### src/sv/nie_pkg.sv
// Shared types and constants of the nibble index / escape encoder.
package nie_pkg;

    localparam int ADDR_W      = 3;
    localparam int QUEUE_DEPTH = 4;
    localparam int QPTR_W      = 2;

    localparam logic [1:0] MODE_LOAD   = 2'd0;
    localparam logic [1:0] MODE_ENCODE = 2'd1;
    localparam logic [1:0] MODE_FLUSH  = 2'd2;

    localparam logic [3:0] ESCAPE_NIBBLE = 4'hf;

    localparam logic REG_ENTRIES   = 1'b0;
    localparam logic REG_RAW_WIDTH = 1'b1;

    localparam logic [3:0] ENTRIES_RESET   = 4'd15;
    localparam logic [2:0] RAW_WIDTH_RESET = 3'd4;

    typedef struct packed {
        logic [3:0] entries_in_use;
        logic [2:0] raw_width_bytes;
    } cfg_t;

    // One result-producing item as handed from front to back.
    typedef struct packed {
        logic [7:0]  first_byte;
        logic        first_valid;
        logic        overflow;
        logic [2:0]  raw_count;
        logic [31:0] raw_value;
        logic [31:0] indexed_total;
        logic [31:0] escape_total;
    } cmd_t;

endpackage

### src/sv/nie_if.sv
// Valid/ready channel interfaces for input items and result items.
interface nie_in_if;
    logic        valid;
    logic        ready;
    logic [1:0]  mode;
    logic [3:0]  entry_index;
    logic [31:0] value;

    modport source (output valid, output mode, output entry_index, output value, input ready);
    modport sink (input valid, input mode, input entry_index, input value, output ready);
endinterface

interface nie_out_if;
    logic        valid;
    logic        ready;
    logic [7:0]  data_byte;
    logic        byte_valid;
    logic        last_of_run;
    logic        overflow_error;
    logic [31:0] indexed_total;
    logic [31:0] escape_total;

    modport source (
        output valid, output data_byte, output byte_valid, output last_of_run,
        output overflow_error, output indexed_total, output escape_total,
        input ready
    );
    modport sink (
        input valid, input data_byte, input byte_valid, input last_of_run,
        input overflow_error, input indexed_total, input escape_total,
        output ready
    );
endinterface

### src/sv/nie_regs.sv
// APB configuration registers: search count and raw byte width.
module nie_regs (
    input  logic                       clk,
    input  logic                       rst_n,
    input  logic                       psel,
    input  logic                       penable,
    input  logic                       pwrite,
    input  logic [nie_pkg::ADDR_W-1:0] paddr,
    input  logic [31:0]                pwdata,
    output logic [31:0]                prdata,
    output logic                       pready,
    output nie_pkg::cfg_t              cfg
);

    logic [3:0] entries_reg;
    logic [3:0] entries_next;
    logic [2:0] raw_width_reg;
    logic [2:0] raw_width_next;
    logic       wr_en;

    assign pready = 1'b1;
    assign wr_en  = psel && penable && pwrite;

    always_comb
    begin
        entries_next   = entries_reg;
        raw_width_next = raw_width_reg;
        if (wr_en)
        begin
            case (paddr[2])
                nie_pkg::REG_ENTRIES:   entries_next   = pwdata[3:0];
                nie_pkg::REG_RAW_WIDTH: raw_width_next = pwdata[2:0];
                default:                entries_next   = entries_reg;
            endcase
        end
    end

    always_comb
    begin
        case (paddr[2])
            nie_pkg::REG_ENTRIES:   prdata = {28'd0, entries_reg};
            nie_pkg::REG_RAW_WIDTH: prdata = {29'd0, raw_width_reg};
            default:                prdata = 32'd0;
        endcase
    end

    always_ff @(posedge clk or negedge rst_n)
    begin
        if (!rst_n)
        begin
            entries_reg   <= nie_pkg::ENTRIES_RESET;
            raw_width_reg <= nie_pkg::RAW_WIDTH_RESET;
        end
        else
        begin
            entries_reg   <= entries_next;
            raw_width_reg <= raw_width_next;
        end
    end

    assign cfg.entries_in_use  = entries_reg;
    assign cfg.raw_width_bytes = raw_width_reg;

endmodule

### src/sv/nie_front.sv
// Front end: accepts items, searches the table, packs nibbles, keeps counters.
module nie_front #(
    parameter int TABLE_DEPTH = 15
) (
    input  logic          clk,
    input  logic          rst_n,
    nie_in_if.sink        din,
    input  nie_pkg::cfg_t cfg,
    input  logic          full,
    output logic          push,
    output nie_pkg::cmd_t cmd
);

    logic [31:0] table_reg [TABLE_DEPTH];
    logic        half_pending_reg;
    logic        half_pending_next;
    logic [3:0]  pending_low_reg;
    logic [3:0]  pending_low_next;
    logic [31:0] indexed_cnt_reg;
    logic [31:0] indexed_cnt_next;
    logic [31:0] escape_cnt_reg;
    logic [31:0] escape_cnt_next;

    logic        accept;
    logic        hit_found;
    logic [3:0]  hit_idx;
    logic [2:0]  width_eff;
    logic        too_big;
    logic [31:0] indexed_inc;
    logic [31:0] escape_inc;

    assign din.ready = !full;
    assign accept    = din.valid && din.ready;

    // Lowest matching slot among the searched entries wins.
    always_comb
    begin
        hit_found = 1'b0;
        hit_idx   = 4'd0;
        for (int i = TABLE_DEPTH - 1; i >= 0; i--)
        begin
            if ((4'(i) < cfg.entries_in_use) && (table_reg[i] == din.value))
            begin
                hit_found = 1'b1;
                hit_idx   = 4'(i);
            end
        end
    end

    always_comb
    begin
        case (cfg.raw_width_bytes)
            3'd0:    width_eff = 3'd1;
            3'd1:    width_eff = 3'd1;
            3'd2:    width_eff = 3'd2;
            3'd3:    width_eff = 3'd3;
            default: width_eff = 3'd4;
        endcase
    end

    always_comb
    begin
        case (width_eff)
            3'd1:    too_big = |din.value[31:8];
            3'd2:    too_big = |din.value[31:16];
            3'd3:    too_big = |din.value[31:24];
            default: too_big = 1'b0;
        endcase
    end

    assign indexed_inc = (&indexed_cnt_reg) ? indexed_cnt_reg : indexed_cnt_reg + 32'd1;
    assign escape_inc  = (&escape_cnt_reg) ? escape_cnt_reg : escape_cnt_reg + 32'd1;

    always_comb
    begin
        half_pending_next = half_pending_reg;
        pending_low_next  = pending_low_reg;
        indexed_cnt_next  = indexed_cnt_reg;
        escape_cnt_next   = escape_cnt_reg;
        push              = 1'b0;
        cmd.first_byte    = 8'd0;
        cmd.first_valid   = 1'b0;
        cmd.overflow      = 1'b0;
        cmd.raw_count     = 3'd0;
        cmd.raw_value     = din.value;
        cmd.indexed_total = indexed_cnt_reg;
        cmd.escape_total  = escape_cnt_reg;
        if (accept)
        begin
            case (din.mode)
                nie_pkg::MODE_ENCODE:
                begin
                    if (hit_found)
                    begin
                        indexed_cnt_next = indexed_inc;
                        if (!half_pending_reg)
                        begin
                            half_pending_next = 1'b1;
                            pending_low_next  = hit_idx;
                        end
                        else
                        begin
                            half_pending_next = 1'b0;
                            push              = 1'b1;
                            cmd.first_byte    = {hit_idx, pending_low_reg};
                            cmd.first_valid   = 1'b1;
                            cmd.indexed_total = indexed_inc;
                        end
                    end
                    else if (too_big)
                    begin
                        // Drop the delta, report only.
                        push         = 1'b1;
                        cmd.overflow = 1'b1;
                    end
                    else
                    begin
                        escape_cnt_next   = escape_inc;
                        half_pending_next = 1'b0;
                        pending_low_next  = 4'd0;
                        push              = 1'b1;
                        cmd.first_byte    = half_pending_reg ?
                                            {nie_pkg::ESCAPE_NIBBLE, pending_low_reg} :
                                            {4'd0, nie_pkg::ESCAPE_NIBBLE};
                        cmd.first_valid   = 1'b1;
                        cmd.raw_count     = width_eff;
                        cmd.escape_total  = escape_inc;
                    end
                end
                nie_pkg::MODE_FLUSH:
                begin
                    half_pending_next = 1'b0;
                    pending_low_next  = 4'd0;
                    indexed_cnt_next  = 32'd0;
                    escape_cnt_next   = 32'd0;
                    push              = 1'b1;
                    cmd.first_byte    = half_pending_reg ? {4'd0, pending_low_reg} : 8'd0;
                    cmd.first_valid   = half_pending_reg;
                end
                default:
                begin
                    push = 1'b0;
                end
            endcase
        end
    end

    always_ff @(posedge clk)
    begin
        if (accept && (din.mode == nie_pkg::MODE_LOAD))
        begin
            for (int i = 0; i < TABLE_DEPTH; i++)
            begin
                if (din.entry_index == 4'(i))
                begin
                    table_reg[i] <= din.value;
                end
            end
        end
    end

    always_ff @(posedge clk or negedge rst_n)
    begin
        if (!rst_n)
        begin
            half_pending_reg <= 1'b0;
            pending_low_reg  <= 4'd0;
            indexed_cnt_reg  <= 32'd0;
            escape_cnt_reg   <= 32'd0;
        end
        else
        begin
            half_pending_reg <= half_pending_next;
            pending_low_reg  <= pending_low_next;
            indexed_cnt_reg  <= indexed_cnt_next;
            escape_cnt_reg   <= escape_cnt_next;
        end
    end

endmodule

### src/sv/nie_fifo.sv
// Short command queue between front and back.
module nie_fifo (
    input  logic          clk,
    input  logic          rst_n,
    input  logic          push,
    input  nie_pkg::cmd_t push_cmd,
    output logic          full,
    input  logic          pop,
    output logic          head_valid,
    output nie_pkg::cmd_t head_cmd
);

    localparam int CNT_W = nie_pkg::QPTR_W + 1;

    nie_pkg::cmd_t               slot_reg [nie_pkg::QUEUE_DEPTH];
    logic [nie_pkg::QPTR_W-1:0]  wr_ptr_reg;
    logic [nie_pkg::QPTR_W-1:0]  wr_ptr_next;
    logic [nie_pkg::QPTR_W-1:0]  rd_ptr_reg;
    logic [nie_pkg::QPTR_W-1:0]  rd_ptr_next;
    logic [CNT_W-1:0]            count_reg;
    logic [CNT_W-1:0]            count_next;
    logic                        do_push;
    logic                        do_pop;

    assign full       = (count_reg == CNT_W'(nie_pkg::QUEUE_DEPTH));
    assign head_valid = (count_reg != '0);
    assign head_cmd   = slot_reg[rd_ptr_reg];
    assign do_push    = push && !full;
    assign do_pop     = pop && head_valid;

    always_comb
    begin
        wr_ptr_next = do_push ? wr_ptr_reg + 1'b1 : wr_ptr_reg;
        rd_ptr_next = do_pop ? rd_ptr_reg + 1'b1 : rd_ptr_reg;
        count_next  = count_reg;
        if (do_push && !do_pop)
        begin
            count_next = count_reg + 1'b1;
        end
        else if (do_pop && !do_push)
        begin
            count_next = count_reg - 1'b1;
        end
    end

    always_ff @(posedge clk)
    begin
        if (do_push)
        begin
            slot_reg[wr_ptr_reg] <= push_cmd;
        end
    end

    always_ff @(posedge clk or negedge rst_n)
    begin
        if (!rst_n)
        begin
            wr_ptr_reg <= '0;
            rd_ptr_reg <= '0;
            count_reg  <= '0;
        end
        else
        begin
            wr_ptr_reg <= wr_ptr_next;
            rd_ptr_reg <= rd_ptr_next;
            count_reg  <= count_next;
        end
    end

endmodule

### src/sv/nie_back.sv
// Back end: expands each command into its result items through an output register.
module nie_back (
    input  logic          clk,
    input  logic          rst_n,
    input  logic          head_valid,
    input  nie_pkg::cmd_t head_cmd,
    output logic          pop,
    nie_out_if.source     dout
);

    logic        out_valid_reg;
    logic        out_valid_next;
    logic [7:0]  data_byte_reg;
    logic [7:0]  data_byte_next;
    logic        byte_valid_reg;
    logic        byte_valid_next;
    logic        last_reg;
    logic        last_next;
    logic        overflow_reg;
    logic        overflow_next;
    logic [31:0] indexed_reg;
    logic [31:0] indexed_next;
    logic [31:0] escape_reg;
    logic [31:0] escape_next;
    logic [2:0]  beat_reg;
    logic [2:0]  beat_next;

    logic        load;
    logic        is_last;

    assign load    = head_valid && (!out_valid_reg || dout.ready);
    assign is_last = (beat_reg == head_cmd.raw_count);
    assign pop     = load && is_last;

    always_comb
    begin
        out_valid_next  = out_valid_reg && !dout.ready;
        data_byte_next  = data_byte_reg;
        byte_valid_next = byte_valid_reg;
        last_next       = last_reg;
        overflow_next   = overflow_reg;
        indexed_next    = indexed_reg;
        escape_next     = escape_reg;
        beat_next       = beat_reg;
        if (load)
        begin
            out_valid_next  = 1'b1;
            last_next       = is_last;
            indexed_next    = head_cmd.indexed_total;
            escape_next     = head_cmd.escape_total;
            beat_next       = is_last ? 3'd0 : beat_reg + 3'd1;
            byte_valid_next = 1'b1;
            overflow_next   = 1'b0;
            // Beat zero is the code byte, later beats are raw bytes low first.
            case (beat_reg)
                3'd0:
                begin
                    data_byte_next  = head_cmd.first_byte;
                    byte_valid_next = head_cmd.first_valid;
                    overflow_next   = head_cmd.overflow;
                end
                3'd1:    data_byte_next = head_cmd.raw_value[7:0];
                3'd2:    data_byte_next = head_cmd.raw_value[15:8];
                3'd3:    data_byte_next = head_cmd.raw_value[23:16];
                default: data_byte_next = head_cmd.raw_value[31:24];
            endcase
        end
    end

    always_ff @(posedge clk)
    begin
        data_byte_reg  <= data_byte_next;
        byte_valid_reg <= byte_valid_next;
        last_reg       <= last_next;
        overflow_reg   <= overflow_next;
        indexed_reg    <= indexed_next;
        escape_reg     <= escape_next;
    end

    always_ff @(posedge clk or negedge rst_n)
    begin
        if (!rst_n)
        begin
            out_valid_reg <= 1'b0;
            beat_reg      <= 3'd0;
        end
        else
        begin
            out_valid_reg <= out_valid_next;
            beat_reg      <= beat_next;
        end
    end

    assign dout.valid          = out_valid_reg;
    assign dout.data_byte      = data_byte_reg;
    assign dout.byte_valid     = byte_valid_reg;
    assign dout.last_of_run    = last_reg;
    assign dout.overflow_error = overflow_reg;
    assign dout.indexed_total  = indexed_reg;
    assign dout.escape_total   = escape_reg;

endmodule

### src/sv/nibble_index_escape_encoder.sv
// Nibble index / escape encoder top level: front, command queue, back, registers.
// Takes one input item per cycle whenever the four-entry command queue has room. Loads and
// the first half of an index pair produce no result; a completed index byte, an overflow
// report and a flush produce one result; an escape produces a code byte plus raw_width_bytes
// raw bytes (0 read as 1, above 4 as 4), so 2 to 5 results. The back end's output register
// sends one result per cycle while dout.ready holds, so sustained input rate is one item per
// cycle while the results it causes average at most one per cycle; during escape raw bytes
// the queue fills and input stalls. An item's first result passes a queue slot and then
// the output register before it is presented on dout. Table loads take effect for the next item.
module nibble_index_escape_encoder #(
    parameter int TABLE_DEPTH = 15
) (
    input  logic                       clk,
    input  logic                       rst_n,
    nie_in_if.sink                     din,
    nie_out_if.source                  dout,
    input  logic                       psel,
    input  logic                       penable,
    input  logic                       pwrite,
    input  logic [nie_pkg::ADDR_W-1:0] paddr,
    input  logic [31:0]                pwdata,
    output logic [31:0]                prdata,
    output logic                       pready
);

    nie_pkg::cfg_t cfg;
    nie_pkg::cmd_t push_cmd;
    nie_pkg::cmd_t head_cmd;
    logic          push;
    logic          full;
    logic          pop;
    logic          head_valid;

    nie_regs u_regs (
        .clk     (clk),
        .rst_n   (rst_n),
        .psel    (psel),
        .penable (penable),
        .pwrite  (pwrite),
        .paddr   (paddr),
        .pwdata  (pwdata),
        .prdata  (prdata),
        .pready  (pready),
        .cfg     (cfg)
    );

    nie_front #(
        .TABLE_DEPTH (TABLE_DEPTH)
    ) u_front (
        .clk   (clk),
        .rst_n (rst_n),
        .din   (din),
        .cfg   (cfg),
        .full  (full),
        .push  (push),
        .cmd   (push_cmd)
    );

    nie_fifo u_fifo (
        .clk        (clk),
        .rst_n      (rst_n),
        .push       (push),
        .push_cmd   (push_cmd),
        .full       (full),
        .pop        (pop),
        .head_valid (head_valid),
        .head_cmd   (head_cmd)
    );

    nie_back u_back (
        .clk        (clk),
        .rst_n      (rst_n),
        .head_valid (head_valid),
        .head_cmd   (head_cmd),
        .pop        (pop),
        .dout       (dout)
    );

endmodule
### src/flat_wrapper.sv
// flat-port wrapper written by rule: the top's interface ports become plain ports
module nibble_index_escape_encoder_flat 
#(
    parameter int TABLE_DEPTH = 15
)
  (clk, rst_n, psel, penable, pwrite, paddr, pwdata, prdata, pready, din_valid, din_mode, din_entry_index, din_value, din_ready, dout_valid, dout_data_byte, dout_byte_valid, dout_last_of_run, dout_overflow_error, dout_indexed_total, dout_escape_total, dout_ready);
  nie_in_if din_i ();
  nie_out_if dout_i ();
  input  logic clk;
  input  logic rst_n;
  input  logic psel;
  input  logic penable;
  input  logic pwrite;
  input  logic [nie_pkg::ADDR_W-1:0] paddr;
  input  logic [31:0] pwdata;
  output logic [31:0] prdata;
  output logic pready;
  input wire logic [$bits(din_i.valid)-1:0] din_valid;
  input wire logic [$bits(din_i.mode)-1:0] din_mode;
  input wire logic [$bits(din_i.entry_index)-1:0] din_entry_index;
  input wire logic [$bits(din_i.value)-1:0] din_value;
  output wire logic [$bits(din_i.ready)-1:0] din_ready;
  output wire logic [$bits(dout_i.valid)-1:0] dout_valid;
  output wire logic [$bits(dout_i.data_byte)-1:0] dout_data_byte;
  output wire logic [$bits(dout_i.byte_valid)-1:0] dout_byte_valid;
  output wire logic [$bits(dout_i.last_of_run)-1:0] dout_last_of_run;
  output wire logic [$bits(dout_i.overflow_error)-1:0] dout_overflow_error;
  output wire logic [$bits(dout_i.indexed_total)-1:0] dout_indexed_total;
  output wire logic [$bits(dout_i.escape_total)-1:0] dout_escape_total;
  input wire logic [$bits(dout_i.ready)-1:0] dout_ready;
  assign din_i.valid = din_valid;
  assign din_i.mode = din_mode;
  assign din_i.entry_index = din_entry_index;
  assign din_i.value = din_value;
  assign din_ready = din_i.ready;
  assign dout_valid = dout_i.valid;
  assign dout_data_byte = dout_i.data_byte;
  assign dout_byte_valid = dout_i.byte_valid;
  assign dout_last_of_run = dout_i.last_of_run;
  assign dout_overflow_error = dout_i.overflow_error;
  assign dout_indexed_total = dout_i.indexed_total;
  assign dout_escape_total = dout_i.escape_total;
  assign dout_i.ready = dout_ready;
  nibble_index_escape_encoder #(.TABLE_DEPTH(TABLE_DEPTH)) u_core (.clk(clk), .rst_n(rst_n), .din(din_i), .dout(dout_i), .psel(psel), .penable(penable), .pwrite(pwrite), .paddr(paddr), .pwdata(pwdata), .prdata(prdata), .pready(pready));
endmodule
### config.mk
export PLATFORM = sky130hd
export DESIGN_NAME = nibble_index_escape_encoder_flat
export DESIGN_NICKNAME = d
export VERILOG_FILES = /design/src/sv/nie_pkg.sv /design/src/sv/nie_if.sv /design/src/sv/nie_regs.sv /design/src/sv/nie_front.sv /design/src/sv/nie_fifo.sv /design/src/sv/nie_back.sv /design/src/sv/nibble_index_escape_encoder.sv /design/src/flat_wrapper.sv
export SDC_FILE = /design/constraint.sdc
export NUM_CORES = 1
export LEC_CHECK = 0
export BUFFER_PORTS_ARGS = -buffer_cell sky130_fd_sc_hd__buf_4
export CAP_MARGIN = 20
export CELL_PAD_IN_SITES_DETAIL_PLACEMENT = 1
export CELL_PAD_IN_SITES_GLOBAL_PLACEMENT = 2
export CORE_MARGIN = 2
export CORE_UTILIZATION = 46
export DETAILED_ROUTE_END_ITERATION = 8
export HOLD_SLACK_MARGIN = 0.03
export PLACE_DENSITY = 0.89
export RECOVER_POWER = 100
export SYNTH_ARGS = -nofsm -noshare
export SYNTH_HDL_FRONTEND = slang
export SYNTH_SLANG_ARGS = --single-unit
### constraint.sdc
create_clock -name clk -period 6.6 [get_ports clk]
set_input_delay 1.32 -clock clk [delete_from_list [all_inputs] [get_ports clk]]
set_output_delay 1.32 -clock clk [all_outputs]
set_load 0.02 [all_outputs]
After elaboration in Yosys (flattened, before gate mapping)
Memory sizes are Yosys's and may differ from the RTL's.
Cells that the tools add are included.
- magnitude comparators: 15
- reduce and logical (&&, ||, !) cells: 65
- equality and inequality tests: 45
- muxes and demuxes: 161
- bitwise operators: 1
- $add $sub $neg: 7
- operators with widths (operator ; count):
    2-to-1 mux 32 bit ; 21
    == test 32 bit ; 15
    OR reduction 32 bit ; 14
    one-hot mux 32 bit (2 select lines) ; 3
    2-to-1 mux 4 bit ; 35
    2-to-1 mux 64 bit ; 2
    2-to-1 mux 1 bit ; 84
    adder 32 x 1 -> 32 bit (second input constant) ; 2
    AND reduction 32 bit ; 2
    one-hot mux 8 bit (4 select lines) ; 1
    == test 4 bit (second input constant) ; 7
    < comparator 4 bit (first input constant) ; 7
    2-to-1 mux 9 bit ; 3
    logical AND 1 bit ; 26
    OR reduction 24 bit ; 1
    == test 3 x 2 -> 1 bit (second input constant) ; 6
    one-hot mux 9 bit (2 select lines) ; 1
    == test 4 x 3 -> 1 bit (second input constant) ; 4
    < comparator 3 x 4 -> 1 bit (first input constant) ; 4
    OR reduction 16 bit ; 1
    2-to-1 mux 13 bit ; 1
    2-to-1 mux 3 bit ; 4
    == test 3 x 1 -> 1 bit (second input constant) ; 3
    one-hot mux 3 bit (3 select lines) ; 1
    other kinds (30) ; 46
- memories: 2
- memory bits (writable): 916
- input port bits: 80
- output and inout port bits: 110
- register bits: 162
- memory list (memory ; depth ; bits a word ; read ports ; clocked after Yosys merged registers in ; wr ports ; RTL line ; text):
    u_core.u_front.table_reg ; 15 ; 32 ; 15 ; 0 ; 1 ; nie_front.sv:14 ; logic [31:0] table_reg [TABLE_DEPTH];
    u_core.u_fifo.slot_reg ; 4 ; 109 ; 1 ; 0 ; 1 ; nie_fifo.sv:15 ; nie_pkg::cmd_t slot_reg [nie_pkg::QUEUE_DEPTH];

Longest topological paths before layout
Gate-level depths: netlist (run 1).
An unclocked memory read counts as a cell.
- depth in word-level cells: 26
- gate-level depth with buffers: 16
- depth with buffers taken out: 14

Modules after synthesis
A second synthesis (run 1) with hierarchy kept.
- cell total of the unflattened synthesis: 2996
- area total of the unflattened synthesis: 47156.5 um^2
- by module, submodules not included (module ; cells an instance ; times used ; seq. area each (um^2) ; area an instance (um^2)):
    nie_front ; 2187 ; 1 ; 16140.5 ; 27510.1
    nie_fifo ; 604 ; 1 ; 13267.7 ; 16145.5
    nie_back ; 154 ; 1 ; 2352.3 ; 2936.6
    nie_regs ; 51 ; 1 ; 181.4 ; 564.3

Worst setup path before layout (run 1)
No wires, ideal clock.
- path kind: input to register
- from: input din_value[14]
- to: memory u_core.u_fifo.slot_reg[2][0] (netlist name), enable pin
- data required time: 6.120 ns
- slack: 0.318 ns
- arrival: 5.801 ns
- cell stages on the path: 11
- setup time: 0.480 ns
- buffers on the path: 2
- cell sequence: buf_4 > buf_6 > xor2_1 > a2111oi_0 > and3_1 > nand3_1 > nand4_1 > nor4_4 > o21ai_0 > a21oi_2 > and2_1
- longest elaborated chain between the ends: 23
- elaborated cells between the ends (all ways): 51
- RTL lines (element ; RTL line ; text):
    from (decl) ; flat_wrapper.sv:21 ; input wire logic [$bits(din_i.value)-1:0] din_value;
    == test 32 bit ; nie_front.sv:42 ; if ((4'(i) < cfg.entries_in_use) && (table_reg[i] == din.value))
    logical AND 1 bit ; nie_front.sv:42 ;
    2-to-1 mux 1 bit (14 in a row) ; nie_front.sv:42 ;
    2-to-1 mux 1 bit * ; nie_front.sv:42 ;
    2-to-1 mux 1 bit * ; nie_front.sv:93 ; if (hit_found)
    one-hot mux 1 bit (2 select lines) * ; nie_front.sv:90 ; case (din.mode)
    2-to-1 mux 1 bit * ; nie_front.sv:88 ; if (accept)
    logical AND 1 bit * ; nie_fifo.sv:28 ; assign do_push = push && !full;
    via u_core.u_fifo.do_push ; nie_fifo.sv:22 ; logic do_push;
    2-to-1 mux 1 bit * ; nie_fifo.sv:48 ; if (do_push)
    2-to-1 mux 1 bit (implied by the code) * ; nie_fifo.sv:50 ; slot_reg[wr_ptr_reg] <= push_cmd;
    to (decl) ; nie_fifo.sv:15 ;
The timed path passes the listed nets; every way through them passes the cells marked *.

Final worst setup path (run 1)
- from: input din_value[5]
- to: memory u_core.u_fifo.slot_reg[3][103] (netlist name), enable pin
Same word-level chain as after synthesis.

==> impl_metrics.tcl, run 1 <==
set metrics [dict create \
    outcome "complete, but fails checks" \
    violations "capacitance limit, slew limit" \
    clkSinkCount 1078 \
    whs_ns 0.517 \
    avgSynthCellArea_um2 16.4 \
    crit_path_end_kind "flop" \
    wl_met1_um 47400 \
    fill_cells 9198 \
    required_ns 6.94 \
    syn_area_um2 45500 \
    die_w_um 319 \
    placed_cell_area_um2 47600 \
    worstRegToRegCells 4 \
    critPathMaxStageDelay_ns 0.85 \
    cap_violations 19 \
    cp.arrival_ns 6.05 \
    area_growth_pct 11.3 \
    largest_register_ff_count 480 \
    clockRootBuffer "clkbuf_16" \
    final_util 0.516 \
    final_antenna_net_count 0 \
    finalPower_mw 17.3 \
    netlist_instances 2778 \
    final.min_clock_period_ns 5.71 \
    fin_setup_tns_ns 0 \
    clockBufferDepth 3 \
    ios 190 \
    numCtsBuffers 109 \
    skew_ns 0.0393 \
    ys_types 79 \
    synth_edf_count 991 \
    first_global_vias 27768 \
    cts_setup_buffers 0 \
    seq_area_frac_synth 0.702 \
    dieArea_um2 101000 \
    final-hold-violation-count 0 \
    worstHoldPathCells 2 \
    synth_ff_type "edfxtp_1" \
    ys_warn_count 0 \
    hp-class "flop to flop" \
    stdcell_count 4301 \
    tightest_slew_ns 3.63 \
    dp_hpwl_um 66800 \
    crit_fanout 36 \
    final.setup.worst_slack_ns 0.886 \
    crit_path_top_delay_cell "a21oi_1" \
    gp_congestion 0.814 \
    pre_cts_ws_ns 0.945 \
    cts_hold_buf 0 \
    critPathLaunchType "input pin" \
    finalWirelength_um 118000 \
    dpl.cell_count 4097 \
    post-route-cell-area_um2 50700 \
    viasPerCell 5.90 \
    final_nets 3018 \
    clk_pin_slew_ns 0.06 \
    vias 25389 \
    synth_seq_cells 1078 \
    setup_viol 0 \
    routedWlPerCell_um 27.4 \
    ctsHtreeMaxLevel 3 \
    gr-total-overflow 0 \
    insertion_delay_ns 0.71 \
    antenna_found_initial 3 \
    start_util 0.463 \
    slew-limit-headroom -1.42 \
    power_density_nw_per_um2 342 \
    period_share 0.866 \
    post_cts_resized 0 \
    path_cells "buf_4 > clkbuf_1 > xor2_1 > nor4_1 > nand4_1 > or4_1 > nand4_1 > nor4_4 > o21ai_0 > a21oi_1 > and2_4 > clkbuf_1" \
    row_count 115 \
    port_buffers 130 \
    peakVddDrop_v 0.000249 \
    first_pass_iters 5 \
    synthArstFlopShare 0.0807 \
    grt_pass1_wl_um 178000 \
    critPathKind "input pin to flop" \
    met3_length_um 7030 \
    met2WireLength_um 59400 \
    final_layout_size_suffix_gt1_frac 0.128 \
    clock.fmax_ghz 0.175 \
    drt_iter0_drc 2146 \
    final_max_slew_viol_count 686 \
    leakage_nw 16.6 \
    core-area_um2 98300 \
    cts_tree "yes" \
    grtUsageTotal 0.232 \
    grt_max_degree 59 \
    highest-signal-layer "met5" \
    fp.dieH_um 319 \
    drc 0 \
    rsz0062_at_grt "no" \
]
==> area by class of cell <==
type / instances / area (µm²) / share of cell area
flip-flops and latches: 1078 / 31900 / 0.630
multi-input cells: 1510 / 12300 / 0.244
clock buffers: 131 / 2840 / 0.0560
well taps: 1287 / 1610 / 0.0318
repair buffers: 186 / 1060 / 0.0209
clock inverters: 71 / 733 / 0.0145
inverters: 37 / 140 / 0.00277
diodes: 1 / 2.50 / 0.0000494
==> cells by family (layout without fill, tap and decap cells) <==
kind of cell,count (synthesis),in the layout,synth area share
flops,1078,1078,0.702
mux,142,142,0.0616
compound gates,199,199,0.0290
xor+xnor,545,545,0.105
buf+inv,217,425,0.0281
other cells,2,30,0.000165
simple gates,579,579,0.0699
fa+ha+maj,16,16,0.00456
==> placed cells by master, fill, tap and decap left out, types with 5 or more instances in the layout <==
master | synthesis | final
nor4_1 | 101 | 102
a22oi_1 | 10 | 10
a21o_1 | 9 | 9
conb_1 | 2 | 29
clkinv_2 | 0 | 27
xnor2_1 | 173 | 173
clkinv_1 | 1 | 21
dfrtp_1 | 82 | 81
nor2b_1 | 9 | 9
clkbuf_1 | 44 | 130
buf_4 | 77 | 66
mux2_2 | 15 | 14
o21ai_0 | 46 | 46
inv_1 | 36 | 35
o211ai_1 | 9 | 9
nand4_1 | 55 | 55
clkbuf_16 | 0 | 109
buf_12 | 0 | 5
o31ai_1 | 6 | 6
nand3_1 | 81 | 81
and3_1 | 30 | 30
bufinv_16 | 0 | 11
mux4_2 | 109 | 109
mux2i_1 | 18 | 18
or4_1 | 11 | 11
a21oi_1 | 47 | 48
a22o_1 | 9 | 9
nor3_1 | 51 | 60
o311ai_0 | 8 | 9
edfxtp_1 | 991 | 991
xor2_1 | 372 | 372
a31oi_1 | 13 | 13
or3_1 | 17 | 17
nor2_1 | 57 | 54
and2_0 | 1 | 5
ha_1 | 15 | 15
and2_1 | 13 | 5
nand2_1 | 113 | 113
a32oi_1 | 7 | 7
==> worst paths after layout <==
check	endpoint	startpoint	slack, ns
min in group asynchronous	u_core.u_front.indexed_cnt_reg[20]	rst_n	1.47
hold reg to reg	u_core.u_back.dout.valid	u_core.u_back.dout.valid	0.52
setup reg to reg	u_core.u_back.dout.data_byte[5]	u_core.u_fifo.rd_ptr_reg[0]	1.44
max in group asynchronous	u_core.u_fifo.rd_ptr_reg[1]	rst_n	3.21
hold / removal	u_core.u_back.dout.valid	u_core.u_back.dout.valid	0.52
setup / recovery	u_core.u_fifo.slot_reg[3][103]	din_value[5]	0.89
==> synth_stat cells, types with 8 or more instances <==
library cell | number | area [µm²]
nand3_1 | 81 | 405
nor4_1 | 101 | 632
nor2b_1 | 9 | 56.3
mux2_2 | 15 | 169
inv_1 | 36 | 135
dfrtp_1 | 82 | 2050
clkbuf_1 | 44 | 165
or4_1 | 11 | 82.6
o311ai_0 | 8 | 70.1
o211ai_1 | 9 | 67.6
buf_6 | 18 | 203
xnor2_1 | 173 | 1520
nor3_2 | 9 | 90.1
nor3_1 | 51 | 255
a21o_1 | 9 | 67.6
and2_1 | 13 | 81.3
buf_4 | 77 | 578
a22o_1 | 9 | 78.8
o21ai_0 | 46 | 230
buf_1 | 9 | 33.8
nor2_1 | 57 | 214
or3_1 | 17 | 106
buf_2 | 32 | 160
a22oi_1 | 10 | 75.1
a31oi_1 | 13 | 81.3
mux2i_1 | 18 | 180
ha_1 | 15 | 188
xor2_1 | 372 | 3260
edfxtp_1 | 991 | 29800
and3_1 | 30 | 188
nand2_1 | 113 | 424
a21oi_1 | 47 | 235
nand4_1 | 55 | 344
mux4_2 | 109 | 2450
==> where the power goes <==
part | switching (mW) | total (mW) | internal [mW] | leakage [nW]
combinational | 1.68 | 2.71 | 1.03 | 4.82
clock | 2.70 | 6.22 | 3.52 | 1.75
sequential | 0.367 | 8.40 | 8.03 | 10.0
==> worst max-delay path, delay by kind of cell <==
kind | cells | cell delay, ns
xor gates and xnor gates | 1 | 0.25
and+or+nand+nor | 6 | 1.70
AOI/OAI and AO/OA | 2 | 0.98
buffers and inverters | 3 | 1.75
==> metal layers <==
metal / track usage / up-vias
li1: - / 10780
met2: 0.398 / 916
met5: 0 / -
met4: 0.0890 / 2
met1: 0.299 / 13466
met3: 0.0357 / 225
Note: power is estimated with default switching activity, not from simulation.
==> run 2: changes to the inputs <==
Settings changed: ABC_AREA from default to 1, CAP_MARGIN 20 to default, CORE_UTILIZATION 46 to 42, PLACE_DENSITY 0.89 to 0.9.
==> impl_metrics.tcl, run 2 <==
set metrics [dict create \
    outcome "complete, but fails checks" \
    violations "capacitance limit, slew limit" \
    fin_setup_tns_ns 0 \
    cts_tree "yes" \
    final_layout_size_suffix_gt1_frac 0.0717 \
    synth.largest_area_cell "edfxtp_1" \
    avgSynthCellArea_um2 11.1 \
    grt_max_degree 117 \
    grt_pass1_wl_um 219000 \
    hp-class "flop to flop" \
    post_cts_resized 0 \
    grtUsageTotal 0.251 \
    dp_hpwl_um 91600 \
    final_nets 4518 \
    required_ns 7.07 \
    crit_fanout 17 \
    synth.most_common_cell "edfxtp_1" \
    viasPerCell 5.50 \
    core-area_um2 112000 \
    r2r_slack_ns 1.68 \
    cp_common_cell "nand2_1" \
    skew_ns 0.0221 \
    synthArstFlopShare 0.0807 \
    gr-total-overflow 0 \
    syn_area_um2 47400 \
    crit_buf_inv 3 \
    first_pass_iters 7 \
    first_global_vias 34885 \
    netlist_instances 4275 \
    cts_setup_buffers 0 \
    finalWirelength_um 147000 \
    clk_pin_slew_ns 0.06 \
    final_common_cell "edfxtp_1" \
    tightest_slew_ns 3.35 \
    netlist_top_cells_count "edfxtp_1, nand2_1, nor2_1" \
    clockRootBuffer "clkbuf_16" \
    ios 190 \
    path_cells "clkbuf_1 > inv_2 > nand2_1 > nand2_1 > nor2_1 > nand2_1 > nor2_1 > nand3_1 > nor2_1 > nor2_2 > nand2_4 > nor2_8 > nand2_4 > inv_1 > nor2_4 > nand2_2 > nor2_1 > nand2_1 > nor2_2 > nand2_1 > xor2_1" \
    routedWlPerCell_um 24.3 \
    period_share 0.839 \
    ys_types 62 \
    critPathMaxStageDelay_ns 1.02 \
    synth_ff_type "edfxtp_1" \
    clock.fmax_ghz 0.180 \
    peakVddDrop_v 0.000243 \
    critPathKind "input pin to flop" \
    whs_ns 0.507 \
    row_count 123 \
    clockBufferDepth 3 \
    setup_viol 0 \
    power_density_nw_per_um2 355 \
    port_buffers 130 \
    synth_area_leaders "edfxtp_1, nand2_1, dfrtp_1" \
    final-hold-violation-count 0 \
    cts_hold_buf 0 \
    numCtsBuffers 114 \
    ys_warn_count 0 \
    synth_seq_cells 1078 \
    clkSinkCount 1078 \
    dieArea_um2 116000 \
    synth_top_cell_area_share 0.627 \
    largest_register_ff_count 480 \
    final_max_slew_viol_count 769 \
    insertion_delay_ns 0.70 \
    start_util 0.423 \
    final_cell_mix "edfxtp_1, nand2_1, nor2_1" \
    cap_violations 21 \
    seq_area_frac_synth 0.673 \
    final_antenna_net_count 0 \
    leakage_nw 19.6 \
    vias 33122 \
    crit_path_top_delay_cell "clkbuf_1" \
    drt_iter0_drc 3170 \
    die_w_um 340 \
    antenna_found_initial 5 \
    rsz0062_at_grt "no" \
    slew-limit-headroom -1.24 \
    crit_path_end_kind "flop" \
    cp_top_family "simple AND/OR/NAND/NOR gates" \
    critPathLaunchType "input pin" \
    ctsHtreeMaxLevel 3 \
    final.min_clock_period_ns 5.54 \
    drc 0 \
    area_growth_pct 11.9 \
    final_util 0.473 \
    gp_congestion 0.856 \
    fp.dieH_um 340 \
    synth_edf_count 991 \
    cp.arrival_ns 6.01 \
]
==> run 2: logic make-up (layout without fill, tap and decap cells) <==
kind of cell | after synthesis | count (layout) | synth area share
buf+inv | 595 | 812 | 0.0556
compound gates | 614 | 614 | 0.0708
mux | 11 | 11 | 0.00235
xor+xnor | 236 | 236 | 0.0436
fa+ha+maj | 16 | 16 | 0.00438
flops | 1078 | 1078 | 0.673
other cells | 2 | 31 | 0.000158
simple gates | 1723 | 1723 | 0.150
==> run 2: layer usage <==
| layer | share of wire | track usage | vias to the layer above | wire length [µm] |
|---|---|---|---|---|
| met5 | 0.00019 | 0 | - | 28 |
| met4 | 0.030 | 0.0803 | 4 | 4360 |
| met3 | 0.073 | 0.0393 | 256 | 10800 |
| met2 | 0.49 | 0.425 | 1228 | 71400 |
| met1 | 0.41 | 0.333 | 16882 | 59900 |
| li1 | - | - | 14752 | - |
==> run 2: worst paths after layout <==
| check | startpoint | to | cells after the start |
|---|---|---|---|
| setup / recovery | din_value[8] | u_core.u_fifo.slot_reg[0][61] | 21 |
| hold / removal | u_core.u_front.pending_low_reg[0] | u_core.u_front.pending_low_reg[0] | 2 |
| setup reg to reg | u_core.u_fifo.rd_ptr_reg[0] | u_core.u_back.dout.data_byte[5] | 7 |
| hold reg to reg | u_core.u_front.pending_low_reg[0] | u_core.u_front.pending_low_reg[0] | 2 |
| max in group asynchronous | rst_n | u_core.u_fifo.rd_ptr_reg[1] | 2 |
| min in group asynchronous | rst_n | u_core.u_front.escape_cnt_reg[25] | 1 |
==> run 2: metrics by stage <==
step,power [mW],std cells,cell area (µm²),worst slack (ns)
after floorplan,11.0,4302,47500,-1.42
after global placement,12.6,5806,50000,1.31
after detailed placement,12.8,5806,50000,1.22
after CTS,19.2,6019,53700,1.94
after global routing,19.6,6019,53100,0.814
final,18.8,6021,53100,1.06
==> run 2: worst register-to-register path, cell delays in order (launching register included) <==
cell	delay, ns
dfrtp_1	1.10
inv_6	0.59
clkbuf_2	1.33
o21ai_0	0.65
o22ai_1	0.18
a32o_1	0.26
a221oi_1	0.43
nand2_1	0.12
==> run 2: final cells by class <==
type / count / area (µm²)
clock buffer: 149 / 3130
timing repair buffer: 197 / 1100
inverter: 402 / 1520
tap: 1500 / 1880
antenna: 2 / 5.00
clock inverter: 64 / 576
fill: 11980 / 59100
multi-input combinational: 2629 / 12900
sequential: 1078 / 31900
==> run 2: power by group <==
part	internal, mW	leakage [nW]	switching [mW]
Clock	3.71	1.81	2.71
Combinational	0.959	7.64	2.94
Sequential	8.23	10.2	0.288
Total	12.9	19.6	5.94
